File: src/hw/rtl/kvt_pkg.sv
// kvt_pkg: shared types and constants of the key/value table
// op codes, request and response words, cell command and chain link structs
// no dependencies
package kvt_pkg;

    localparam int KVT_CAPACITY = 64;
    localparam int WORD_W       = 32;
    localparam int ENTRY_W      = 7;
    localparam int OP_W         = 2;

    typedef logic signed [WORD_W-1:0] t_word;

    typedef enum logic [OP_W-1:0] {
        OP_INSERT = 2'd0,
        OP_LOOKUP = 2'd1,
        OP_REMOVE = 2'd2,
        OP_NOP    = 2'd3
    } t_op;

    typedef enum logic [1:0] {
        S_IDLE   = 2'b01,
        S_COMMIT = 2'b10
    } t_state;

    typedef struct packed {
        t_op   op;
        t_word key;
        t_word value;
    } t_req;

    typedef struct packed {
        t_word              result_value;
        logic               found;
        logic               table_full;
        logic [ENTRY_W-1:0] entry_count;
        logic               is_empty;
    } t_rsp;

    // broadcast from the controller to every cell
    typedef struct packed {
        logic  search;
        t_word search_key;
        logic  commit;
        t_op   op;
        t_word key;
        t_word value;
        logic  any_hit;
    } t_cell_cmd;

    // handed from one cell to the next
    typedef struct packed {
        logic  hit;
        logic  free_seen;
        t_word value;
    } t_link;

endpackage

File: src/hw/rtl/kvt_cell.sv
// kvt_cell: one slot of the table, key, value and valid bit
// compares on search, writes back on commit, chains hit/free/value to its neighbor
// depends on kvt_pkg
module kvt_cell (
    input  logic              i_clk,
    input  logic              i_rst_n,
    input  kvt_pkg::t_cell_cmd i_cmd,
    input  kvt_pkg::t_link    i_link,
    output kvt_pkg::t_link    o_link
);
    import kvt_pkg::*;

    t_word r_key;
    t_word r_value;
    logic  r_valid;
    logic  r_hit;
    logic  r_free;
    logic  claim;

    // lowest free slot takes a new key
    assign claim = i_cmd.commit && (i_cmd.op == OP_INSERT) && !i_cmd.any_hit
                   && r_free && !i_link.free_seen;

    always_ff @(posedge i_clk) begin
        if (!i_rst_n) begin
            r_valid <= 1'b0;
            r_hit   <= 1'b0;
            r_free  <= 1'b0;
        end else begin
            if (i_cmd.search) begin
                r_hit  <= r_valid && (r_key == i_cmd.search_key);
                r_free <= !r_valid;
            end
            if (claim) begin
                r_valid <= 1'b1;
            end else if (i_cmd.commit && (i_cmd.op == OP_REMOVE) && r_hit) begin
                r_valid <= 1'b0;
            end
        end
    end

    always_ff @(posedge i_clk) begin
        if (claim) begin
            r_key   <= i_cmd.key;
            r_value <= i_cmd.value;
        end else if (i_cmd.commit && (i_cmd.op == OP_INSERT) && r_hit) begin
            r_value <= i_cmd.value;
        end
    end

    assign o_link.hit       = i_link.hit | r_hit;
    assign o_link.free_seen = i_link.free_seen | r_free;
    assign o_link.value     = i_link.value | (r_hit ? r_value : '0);

endmodule

File: config.mk
export PLATFORM = sky130hd
export DESIGN_NAME = kvt_cell
export DESIGN_NICKNAME = d
export VERILOG_FILES = /design/src/hw/rtl/kvt_pkg.sv /design/src/hw/rtl/kvt_cell.sv
export SDC_FILE = /design/constraint.sdc
export NUM_CORES = 1
export LEC_CHECK = 0
export ABC_AREA = 1
export BUFFER_PORTS_ARGS = -buffer_cell sky130_fd_sc_hd__buf_2
export CORE_UTILIZATION = 34
export DETAILED_ROUTE_END_ITERATION = 12
export GPL_ROUTABILITY_DRIVEN = 0
export GPL_TIMING_DRIVEN = 0
export PLACE_DENSITY = 0.65
export SLEW_MARGIN = 30
export SYNTH_ARGS = -nofsm -noshare
export SYNTH_HDL_FRONTEND = slang
export SYNTH_SLANG_ARGS = --single-unit
File: constraint.sdc
create_clock -name i_clk -period 4.3 [get_ports i_clk]
set_input_delay 0 -clock i_clk [delete_from_list [all_inputs] [get_ports i_clk]]
set_output_delay 0 -clock i_clk [all_outputs]
set_load 0.02 [all_outputs]
==> reports/summary.txt <==
Max Clock Skew -> 0.0114 ns
Cell Area, Synth -> 2890 um^2
Post-Synth Adder-Cell Area -> 0%
crit-path max FO -> 32
Num CTS Buffers -> 9
Via-to-Cell Ratio -> 4.25
post-route clock period utilization -> 42.0%
Die X -> 94.2 um
Post-synth top cells -> edfxtp_1 (64), nand2_1 (58), inv_1 (42), a21o_1 (32), nor2_1 (19)
sequential share of the synthesized area -> 68.6%
initial core utilization -> 35.2%
FILL cells -> 703
complex-gate fraction of the synthesized area -> 9.70%
Worst-path clk slew -> 0.07 ns
leakage power -> 0.00233 uW
Die Area -> 8870 um^2
H-tree levels -> 3
status -> complete, no violations
Syn. warnings -> 0
Yosys top cell by area -> edfxtp_1
Hold WC Path Type -> in -> reg
pwr dens -> 299 nW/um^2
DP HPWL -> 5040 um
worst rel slew slack -> 50.2%
Syn-to-layout area delta -> 63.9%
Syn Area/Cell -> 11.6 um^2
PortBufs -> 170
crit-path max cell delay -> 0.56 ns
Synth Net Count -> 387
io pins -> 171
fmax -> 554 MHz
fin nets -> 635
Synth top area share -> 66.5%
DR DRC count -> 0
CP Capture Type -> flip-flop
ys flop type -> edfxtp_1
vias -> 2,581
Slew Limit Fails -> 0
most common cell in the netlist -> edfxtp_1
synthesized flop and latch total -> 67
clock tree buffer depth -> 2
CP Buf/Inv Count -> 2
post-synthesis simple-gate area fraction -> 11.9%
critical path cell sequence -> buf_2 > buf_2 > nand2_1 > nand2_2
clk sinks -> 67
drt wl/cell -> 12.2 um
Final Util -> 57.6%
asr flop ratio synth -> 0%
max-cap viol count -> 0
RSZ-0062 raised after global routing -> false
DRT iter0 DRCs -> 70
area occupied by multi-input gates -> 732 um^2
Chip Height -> 94.2 um
clk_lat worst skew -> 0.34 ns
number of flops mapped to enable cells by yosys -> 64
pin count of the biggest net entering global routing -> 33
first-pass GRT wire length -> 11,400 um
Seq. cell area -> 1980 um^2
min cycle time layout -> 1.80 ns
final WL -> 7420 um
Critical-path top delay cell -> nand2_2
synth top area cells -> edfxtp_1 (67%), a21o_1 (8.3%), nand2_1 (7.5%)
share of cells above drive strength 1 -> 38.6%
number of global-route vias before repair -> 2,511
core region area -> 8220 um^2
PostCTS Resize Cnt -> 0
Max VDD drop -> 0.168 mV
CTS tree -> yes
Final Hold Viols -> 0
post-CTS setup buffer count -> 0
xor-xnor portion of the synthesized cell area -> 3.64%
Pre-Repair DR Iteration Count -> 4
Congestion Overflow GR -> 0
cts hold-fix bufs -> 67
Setup WS post-layout -> 2.50 ns
initial antenna violation count -> 0
post-synthesis cell type count -> 16
mux share of post-synthesis cell area -> 0%
CP Data Arrival Time -> 1.77 ns
slew at the pin closest to its max-slew limit -> 0.744 ns
critical path's top delay family -> simple AND/OR/NAND/NOR gates
CP required -> 4.26 ns
CTS Root Cell -> clkbuf_8
Post-Place Setup Slack -> 2.45 ns
Antenna Nets Post-Route -> 0
row cnt -> 33
Cells after Synth -> 250
crit path launch type -> flip-flop
Setup violations, final -> 0
ant diodes -> 0
crit-path most repeated cell -> buf_2
largest family of logic cells by synthesized area -> simple AND/OR/NAND/NOR gates
GRT Total Usage -> 17.5%
Post-Route Setup TNS -> 0 ns
Setup CP Type -> reg -> reg
[flip-flops by register name (all words and copies together), names as in the netlist]
signal,cells
r_valid,1
r_value,32
r_free,1
r_key,32
r_hit,1
[cells in the final DEF, fill, tap and decap left out, types with 3 or more instances in the layout]
cell type      Yosys  layout
inv_1             42      41
a21o_1            32      32
xnor2_1           10      10
dlygate4sd3_1      0      67
edfxtp_1          64      64
nor2_1            19      19
nand2_1           58      57
clkbuf_8           0       9
nand4_1            6       6
buf_2              4     174
dfxtp_1            3       3
o21ai_0            3       3
[worst reg2reg max path, delay by kind of cell (launching register included)]
family / cells / cell delay (ns)
and+or+nand+nor: 2 / 0.66
buffers and inverters: 2 / 0.47
DFF: 1 / 0.30
[area by class of cell]
cell class	count	share of cell area [%]
well taps	105	2.77
multi-input cells	137	15.5
clock buffers	9	2.62
inverters	42	3.33
plain buffers	4	0.423
repair buffers	237	32.1
clock inverters	7	1.43
flip-flops and latches	67	41.8
[final timing paths]
kind	start	endpoint	slack (ns)	cells after the start
min reg2reg	r_valid	r_valid	0.51	2
min	i_cmd[0]	r_valid	0.05	4
max	r_hit	r_value[20]	2.50	4
max reg2reg	r_hit	r_value[20]	2.50	4
[metrics by stage]
| stage | hold slack (ns) | cells | total power [uW] | instance area (um^2) |
|---|---|---|---|---|
| floorplan | 0.0894 | 250 | 791 | 2890 |
| global placement | 0.176 | 525 | 871 | 3870 |
| detailed placement | 0.178 | 525 | 873 | 3870 |
| CTS | 0.0275 | 608 | 1430 | 4740 |
| global route | 0.0398 | 608 | 1480 | 4740 |
| finish | 0.0477 | 608 | 1410 | 4740 |
[logic make-up (layout without fill, tap and decap cells)]
logic type / count (synthesis) / count (layout)
AO/OA/AOI/OAI: 39 / 39
XOR/XNOR: 12 / 12
buffers and inverters: 46 / 299
flip-flops: 67 / 67
AND/OR/NAND/NOR: 86 / 86
[power breakdown]
part / internal (uW) / switching [uW] / total [uW]
registers: 718 / 1.59 / 719
logic: 114 / 75.0 / 189
clock network: 266 / 240 / 506
[per-layer routing]
layer	part of all wire, %	GRT usage [%]	up-vias	routed length, um
met1	40	20.3	1170	2980
met4	1.5	8.21	0	114
met2	54	30.4	74	4010
li1	-	-	1326	-
met3	4.2	3.96	11	313
met5	0	0	-	0
(Power assumes the default switching activity.)
